File: config.mk
export PLATFORM = sky130hd
export DESIGN_NAME = fati_divider
export DESIGN_NICKNAME = d
export VERILOG_FILES = /design/src/rtl/fati_pkg.sv /design/src/rtl/fati_divider.sv
export SDC_FILE = /design/constraint.sdc
export NUM_CORES = 1
export LEC_CHECK = 0
export ABC_AREA = 1
export BUFFER_PORTS_ARGS = -buffer_cell sky130_fd_sc_hd__buf_4
export CORE_MARGIN = 5
export CORE_UTILIZATION = 47
export CTS_CLUSTER_SIZE = 12
export DETAILED_ROUTE_END_ITERATION = 16
export PLACE_DENSITY = 0.68
export SYNTH_ARGS = -nofsm -noshare
export SYNTH_HDL_FRONTEND = slang
export SYNTH_SLANG_ARGS = --single-unit
export TNS_END_PERCENT = 50
File: constraint.sdc
create_clock -name clk -period 9.5 [get_ports clk]
set_input_delay 0.95 -clock clk [delete_from_list [all_inputs] [get_ports clk]]
set_output_delay 0.95 -clock clk [all_outputs]
set_load 0.005 [all_outputs]
File: src/rtl/fati_pkg.sv
package fati_pkg;

  localparam int AXIS_COUNT = 5;
  localparam int WORD_W = 32;
  localparam int CORNERS = 32;

  typedef enum logic [1:0] {
    OP_POINT = 2'd0,
    OP_ENTRY = 2'd1,
    OP_QUERY = 2'd2,
    OP_NONE  = 2'd3
  } op_t;

  localparam logic [2:0] CFG_LEN_ZERO  = 3'd0;
  localparam logic [2:0] CFG_LEN_ONE   = 3'd1;
  localparam logic [2:0] CFG_LEN_TWO   = 3'd2;
  localparam logic [2:0] CFG_LEN_THREE = 3'd3;
  localparam logic [2:0] CFG_LEN_FOUR  = 3'd4;

  typedef enum logic [3:0] {
    ST_IDLE,
    ST_SRCH_RD,
    ST_SRCH_CMP,
    ST_DIV_START,
    ST_DIV_WAIT,
    ST_ADDR,
    ST_FETCH,
    ST_FETCH_WAIT,
    ST_BLEND_MUL,
    ST_BLEND_ADD,
    ST_OUT
  } state_t;

  // divider handshake
  typedef struct packed {
    logic start;
    logic busy;
    logic done;
  } div_ctl_t;

endpackage

File: src/rtl/fati_divider.sv
// restoring divider: one quotient bit per cycle
module fati_divider #(
  parameter int NUM_W = 56,
  parameter int DEN_W = 33,
  parameter int Q_W   = 17
) (
  input  logic             clk,
  input  logic             rst,
  input  logic             start,
  input  logic [NUM_W-1:0] num,
  input  logic [DEN_W-1:0] den,
  output fati_pkg::div_ctl_t ctl,
  output logic [Q_W-1:0]   quot
);

  localparam int CNT_W = $clog2(NUM_W + 1);

  logic [NUM_W-1:0] nreg;
  logic [DEN_W:0]   rem;
  logic [DEN_W-1:0] dreg;
  logic [CNT_W-1:0] cnt;
  logic             busy;
  logic             done;
  logic [DEN_W:0]   trial;
  logic [DEN_W:0]   diff;

  // shift in next numerator bit, trial subtract
  always_comb begin
    trial = {rem[DEN_W-1:0], nreg[NUM_W-1]};
    diff  = trial - {1'b0, dreg};
  end

  always_ff @(posedge clk) begin
    if (rst) begin
      busy <= 1'b0;
      done <= 1'b0;
      cnt  <= '0;
    end else begin
      done <= 1'b0;
      if (start) begin
        busy <= 1'b1;
        cnt  <= CNT_W'(NUM_W);
        nreg <= num;
        dreg <= den;
        rem  <= '0;
        quot <= '0;
      end else if (busy) begin
        nreg <= {nreg[NUM_W-2:0], 1'b0};
        if (!diff[DEN_W]) begin
          rem  <= diff;
          quot <= {quot[Q_W-2:0], 1'b1};
        end else begin
          rem  <= trial;
          quot <= {quot[Q_W-2:0], 1'b0};
        end
        cnt <= cnt - 1'b1;
        if (cnt == CNT_W'(1)) begin
          busy <= 1'b0;
          done <= 1'b1;
        end
      end
    end
  end

  assign ctl.start = start;
  assign ctl.busy  = busy;
  assign ctl.done  = done;

endmodule

==> results.json, run 1 <==
{
  "timing.hold.worst.class": "reg -> reg",
  "floorplan.core_area_um2": 18700,
  "tritoncts": "done",
  "buffer_ports.inserted": 111,
  "die-width_um": 148,
  "cell_with_the_most_instances_after_synthesis": "sky130_fd_sc_hd__nand2_1",
  "avgRoutedWirePerCell_um": 12.9,
  "detailed_place_hpwl_um": 13800,
  "cp_max_fo": 89,
  "synth_ff_type": "sky130_fd_sc_hd__edfxtp_1",
  "setup_violations": 0,
  "leakage_power_nw": 5.35,
  "post_cts_resize_count": 0,
  "drt-pass1-iter-count": 5,
  "yosys_register_bits": 147,
  "syn-instance-count": 1138,
  "final_weighted_congestion_in_routability_driven_placement": 0.906,
  "die_area_um2": 21800,
  "synth_seq_area_share_pct": 48.7,
  "drt_drc_violations_left": 0,
  "path_class": "in -> reg",
  "areaGrowthSynthToFinish_pct": 17.8,
  "first_pass_grt_wire_length_um": 32500,
  "postCtsSetupBuffers": 0,
  "number_of_clock_buffers_inserted_by_tritoncts": 17,
  "antenna_cells": 0,
  "max-slew-margin-rel_pct": 24.9,
  "fin_ws_ps": 6350,
  "track_usage_pct": 18.3,
  "clk_path_buf_depth": 2,
  "fp.dieH_um": 148,
  "detail_route.vias_per_cell": 4.72,
  "cts.htree.levels": 4,
  "layout.cells.non_filler": 1490,
  "rsz0062_at_grt": "false",
  "drt-total-wl_um": 19300,
  "post_route_cells_drive_above_1_share_pct": 16.1,
  "initial_core_util_pct": 47.6,
  "setup.worst_path.end_class": "flop",
  "clkTransAtPathRegs_ps": 60,
  "power_density_nw_per_um2": 198,
  "yosysTopAreaCellShare_pct": 46.9,
  "place_inst": 1458,
  "final_cell_area_um2": 10500,
  "io_pins": 112,
  "num-nets-final": 1371,
  "clkSinkCount": 147,
  "drv.max_cap_violation_count": 0,
  "peakVddDrop_mv": 0.140,
  "swShare_pct": 33.7,
  "synth.largest_area_cell": "sky130_fd_sc_hd__edfxtp_1",
  "power.internal_mw": 1.38,
  "design_power_total_mw": 2.08,
  "detailroute.via_count": 7034,
  "grt_pass1_vias": 6914,
  "placed_cell_area_um2": 9910,
  "fmax_mhz": 317,
  "syn-mean-instance-area_um2": 7.83,
  "cts.hold.buffers_added": 0,
  "synth.cells.most_frequent": "sky130_fd_sc_hd__nand2_1 (453), sky130_fd_sc_hd__inv_1 (192), sky130_fd_sc_hd__edfxtp_1 (139), sky130_fd_sc_hd__nor2_1 (97), sky130_fd_sc_hd__nand3_1 (52)",
  "synthesis.area_um2": 8910,
  "min_period_over_period_pct": 33.2,
  "timing.critical_path.arrival_ps": 3190,
  "grt-ovfl-total": 0,
  "detail-route-antenna-nets": 0,
  "p_switching_uw": 700,
  "p_comb_share_pct": 27.6,
  "worst-slew-pin-transition_ps": 1130,
  "detailedPlace.worstSlack_ps": 5860,
  "syn-num-nets": 1266,
  "finalSetupTns_ps": 0,
  "yosysWarningCount": 0,
  "pwr-share-seq_pct": 39.6,
  "grt_max_degree": 93,
  "critPathLaunchType": "input pin",
  "fin_worst_skew_ps": 10.6,
  "period_minus_slack_ps": 3150,
  "final-max-slew-violation-count": 0,
  "pwr-share-clk_pct": 32.8,
  "synth-async-reset-ratio_pct": 0,
  "hold_violations": 0,
  "status": "finished clean",
  "synth_area_leaders": "sky130_fd_sc_hd__edfxtp_1 (47%), sky130_fd_sc_hd__nand2_1 (19%), sky130_fd_sc_hd__inv_1 (8.1%), sky130_fd_sc_hd__ha_1 (4.9%), sky130_fd_sc_hd__nor2_1 (4.1%)",
  "worstSkewPairLatency_ps": 430,
  "grt_antenna_before_repair": 0,
  "cp_data_required_time_ps": 9540,
  "yosysUniqueCellTypes": 39,
  "first_iter_violations": 421,
  "synth_edf_count": 139,
  "cts.root.buffer_cell": "sky130_fd_sc_hd__clkbuf_16",
  "rows": 50
}
## power by group through the flow
stage	Clock, mW	Sequential (mW)	Combinational (mW)
after floorplan	0	0.841	0.438
after global placement	0	0.835	0.566
after detailed placement	0	0.836	0.574
after CTS	0.688	0.823	0.577
after global routing	0.718	0.830	0.657
final	0.680	0.823	0.573
## metrics by stage
stage               util (%)  hold WS [ps]
floorplan                  -           448
global placement        53.0           465
detailed placement      53.0           475
CTS                     56.1           484
global route            56.1           527
finish                  56.1           481
## logic make-up after synthesis
logic type	synth area share [%]
AOI/OAI and AO/OA	2.08
and+or+nand+nor	32.3
xor gates and xnor gates	1.67
adders and majority gates	5.14
DFF	48.7
buffers and inverters	10.2
## worst paths after layout
kind / startpoint / to / slack, ps / depth (start not counted)
setup / recovery: start / rem[12] / 6350 / 4
hold / removal: cnt[5] / cnt[5] / 480 / 2
setup reg to reg: rem[25] / rem[23] / 6840 / 12
hold reg to reg: cnt[5] / cnt[5] / 480 / 2
## layout by cell type, fill, tap and decap left out, types with 8 or more instances in the layout
| master | netlist | layout |
|---|---|---|
| sky130_fd_sc_hd__ha_1 | 35 | 35 |
| sky130_fd_sc_hd__dfxtp_1 | 8 | 8 |
| sky130_fd_sc_hd__nand2_1 | 453 | 453 |
| sky130_fd_sc_hd__buf_4 | 5 | 113 |
| sky130_fd_sc_hd__a21oi_1 | 24 | 24 |
| sky130_fd_sc_hd__clkbuf_16 | 0 | 17 |
| sky130_fd_sc_hd__inv_1 | 192 | 191 |
| sky130_fd_sc_hd__nand3b_1 | 8 | 8 |
| sky130_fd_sc_hd__nand3_1 | 52 | 52 |
| sky130_fd_sc_hd__edfxtp_1 | 139 | 139 |
| sky130_fd_sc_hd__xor2_1 | 17 | 17 |
| sky130_fd_sc_hd__nor2_2 | 32 | 32 |
| sky130_fd_sc_hd__nor3_1 | 9 | 9 |
| sky130_fd_sc_hd__nor2_1 | 97 | 96 |
## area by class of cell
type	count	area, µm²
clock buffers	18	429
clock inverters	14	158
fillers	1766	8210
inverters	198	743
multi-input cells	766	3690
flip-flops and latches	147	4330
well taps	234	293
repair buffers	113	848
## worst max-delay path: stages
cell and delay (ps):
sky130_fd_sc_hd__buf_4 560, sky130_fd_sc_hd__inv_2 120, sky130_fd_sc_hd__o21ai_4 530, sky130_fd_sc_hd__buf_4 950
## metal layers
metal | part of all wire [%] | vias to the layer above | GRT usage, %
met4 | 1.1 | 0 | 4.10
li1 | - | 3723 | -
met1 | 47 | 3115 | 24.8
met5 | 0 | - | 0
met3 | 7.4 | 17 | 6.04
met2 | 45 | 179 | 28.9
## sequential cells by signal, summed over array words and instances (netlist names)
register  cells
busy          1
cnt           6
done          1
dreg         33
nreg         56
quot         17
rem          33
Power figures use the tool's default switching activity.
==> run 2, diff against run 1 <==
- clock period: 9.5 -> 2.9 ns (I/O delays scaled with it)
==> run 2 against run 1 <==
Clock power increased to 3.4 times the previous value. Clock skew up 1.1 ps. Critical path depth grew 13. Largest cell class unchanged. Final area up 0.63%. Highest routed layer unchanged. Non-clock buffer count is 5 higher. Die area is the same. Wire length up 5.1%. Sequential share of layout area is 0.26 points lower.
==> results.json, run 2 (synthesis gave the netlist of run 1 again) <==
{
  "p_switching_mw": 2.33,
  "fin_ws_ps": 252,
  "cp_max_fo": 4,
  "fp.dieH_um": 148,
  "post_cts_resize_count": 0,
  "drt-total-wl_um": 20200,
  "top_register": "nreg",
  "worst-slew-pin-transition_ps": 736,
  "min_period_over_period_pct": 91.3,
  "drt_drc_violations_left": 0,
  "swShare_pct": 33.6,
  "rrSetupSlack_ps": 250,
  "cts.hold.buffers_added": 0,
  "setup_violations": 0,
  "die_area_um2": 21800,
  "leakage_power_nw": 5.39,
  "largest_reg_flops": 56,
  "num-nets-final": 1376,
  "hold_sp": "den[8]",
  "final-max-slew-violation-count": 0,
  "pwr-share-clk_pct": 33.7,
  "avgRoutedWirePerCell_um": 13.5,
  "setup.worst_path.end_class": "flop",
  "timing.hold.worst.class": "in -> reg",
  "reg_top3": "nreg x56, dreg x33, rem x33",
  "final_weighted_congestion_in_routability_driven_placement": 0.907,
  "worstRegToRegCells": 17,
  "rsz0062_at_grt": "false",
  "first_pass_grt_wire_length_um": 33800,
  "mostFrequentLayoutCell": "sky130_fd_sc_hd__nand2_1",
  "floorplan.core_area_um2": 18700,
  "number_of_clock_buffers_inserted_by_tritoncts": 17,
  "grt_max_degree": 77,
  "detailroute.via_count": 7137,
  "track_usage_pct": 19.2,
  "areaGrowthSynthToFinish_pct": 18.5,
  "hold_violations": 0,
  "fmax_mhz": 378,
  "fin_worst_skew_ps": 11.7,
  "detailedPlace.worstSlack_ps": 268,
  "grt-ovfl-total": 0,
  "number_of_fill_cells_in_the_layout": 1746,
  "pwr-share-seq_pct": 38.9,
  "max-slew-margin-rel_pct": 50.9,
  "power_density_nw_per_um2": 656,
  "tritoncts": "done",
  "power.internal_mw": 4.60,
  "cts.root.buffer_cell": "sky130_fd_sc_hd__clkbuf_16",
  "detail_route.vias_per_cell": 4.78,
  "detailed_place_hpwl_um": 14600,
  "worst_r2r_endpoint": "rem[28]",
  "final_core_utilization_pct": 56.4,
  "io_pins": 112,
  "clkTransAtPathRegs_ps": 70,
  "buffer_ports.inserted": 111,
  "worst_setup_path_endpoint": "rem[28]",
  "timing.critical_path.from": "nreg[55]",
  "rows": 50,
  "worstSkewPairLatency_ps": 430,
  "cts.htree.levels": 4,
  "worstReg2RegStart": "nreg[55]",
  "whs_ps": 27.4,
  "worst_hold_path.num_cells": 1,
  "post_route_cells_drive_above_1_share_pct": 16.4,
  "clkSinkCount": 147,
  "antenna_cells": 0,
  "initial_core_util_pct": 47.6,
  "grt_antenna_before_repair": 0,
  "layout_common_cells": "sky130_fd_sc_hd__nand2_1 (453), sky130_fd_sc_hd__inv_1 (191), sky130_fd_sc_hd__edfxtp_1 (139)",
  "finalSetupTns_ps": 0,
  "status": "finished clean",
  "peakVddDrop_mv": 0.447,
  "detail-route-antenna-nets": 0,
  "postCtsSetupBuffers": 0,
  "timing.critical_path.arrival_ps": 2840,
  "critPathLaunchType": "flop",
  "clk_path_buf_depth": 2,
  "die-width_um": 148,
  "path_class": "reg -> reg",
  "drt-pass1-iter-count": 5,
  "cp_data_required_time_ps": 3090,
  "period_minus_slack_ps": 2650,
  "p_comb_share_pct": 27.4,
  "first_iter_violations": 463,
  "drv.max_cap_violation_count": 0,
  "grt_pass1_vias": 7026
}
==> run 2: cell count changes in the layout (fill, tap and decap cells not counted) <==
cell	before	now
sky130_fd_sc_hd__buf_4	113	118
sky130_fd_sc_hd__inv_8	6	4
sky130_fd_sc_hd__bufinv_16	1	2
sky130_fd_sc_hd__clkinv_8	0	2
sky130_fd_sc_hd__clkbuf_1	1	0
sky130_fd_sc_hd__clkinvlp_4	1	0
==> run 2: worst min path at each step <==
stage | to
floorplan | cnt[5]
global placement | cnt[5]
detailed placement | dreg[6]
CTS | dreg[9]
global route | dreg[30]
finish | dreg[8]
==> run 2: final cells by class <==
cell class	count	area [µm²]	area share, %
Clock buffer	17	425	4.03
Clock inverter	14	190	1.80
Inverter	198	743	7.04
Multi-Input combinational cell	766	3690	34.9
Sequential cell	147	4330	41.0
Tap cell	234	293	2.77
Timing Repair Buffer	118	886	8.39
==> run 2: power groups by stage <==
| stage | combinational, mW | sequential (mW) | clock (mW) |
|---|---|---|---|
| 2_1_floorplan | 1.44 | 2.72 | 0 |
| 3_3_place_gp | 1.87 | 2.74 | 0 |
| 3_5_place_dp | 1.90 | 2.74 | 0 |
| 4_1_cts | 1.90 | 2.70 | 2.37 |
| 5_1_grt | 2.17 | 2.72 | 2.46 |
| 6_report | 1.90 | 2.70 | 2.33 |
==> run 2: critical path, cell delays in order (launching register included) <==
cell                       delay [ps]
sky130_fd_sc_hd__edfxtp_1         370
sky130_fd_sc_hd__inv_1             50
sky130_fd_sc_hd__ha_1             220
sky130_fd_sc_hd__fa_1             400
sky130_fd_sc_hd__inv_1            140
sky130_fd_sc_hd__nand3_1           90
sky130_fd_sc_hd__nand2_1          130
sky130_fd_sc_hd__nand2_1           70
sky130_fd_sc_hd__nand2_1          140
sky130_fd_sc_hd__nand2_1           70
sky130_fd_sc_hd__nand2_1          180
sky130_fd_sc_hd__nand2_1          150
sky130_fd_sc_hd__nand2_1           80
sky130_fd_sc_hd__nand2_1           40
sky130_fd_sc_hd__nand2_1           50
sky130_fd_sc_hd__nand3_1           70
sky130_fd_sc_hd__nand2_1           80
sky130_fd_sc_hd__nor2_1            50
==> run 2: metal layers <==
layer	wire, µm	GRT usage, %	vias up	part of all wire (%)
met5	0	0	-	0
met4	246	5.13	0	1.2
met3	1420	5.79	18	7.0
met2	9230	31.0	158	46
met1	9350	25.3	3221	46
li1	-	-	3740	-
==> run 2: metrics by stage <==
stage	std cells	power (mW)	area, µm²
after floorplan	1138	4.16	8920
after global placement	1463	4.61	9940
after detailed placement	1463	4.64	9940
after CTS	1494	6.98	10600
after global routing	1494	7.35	10600
final	1494	6.93	10600
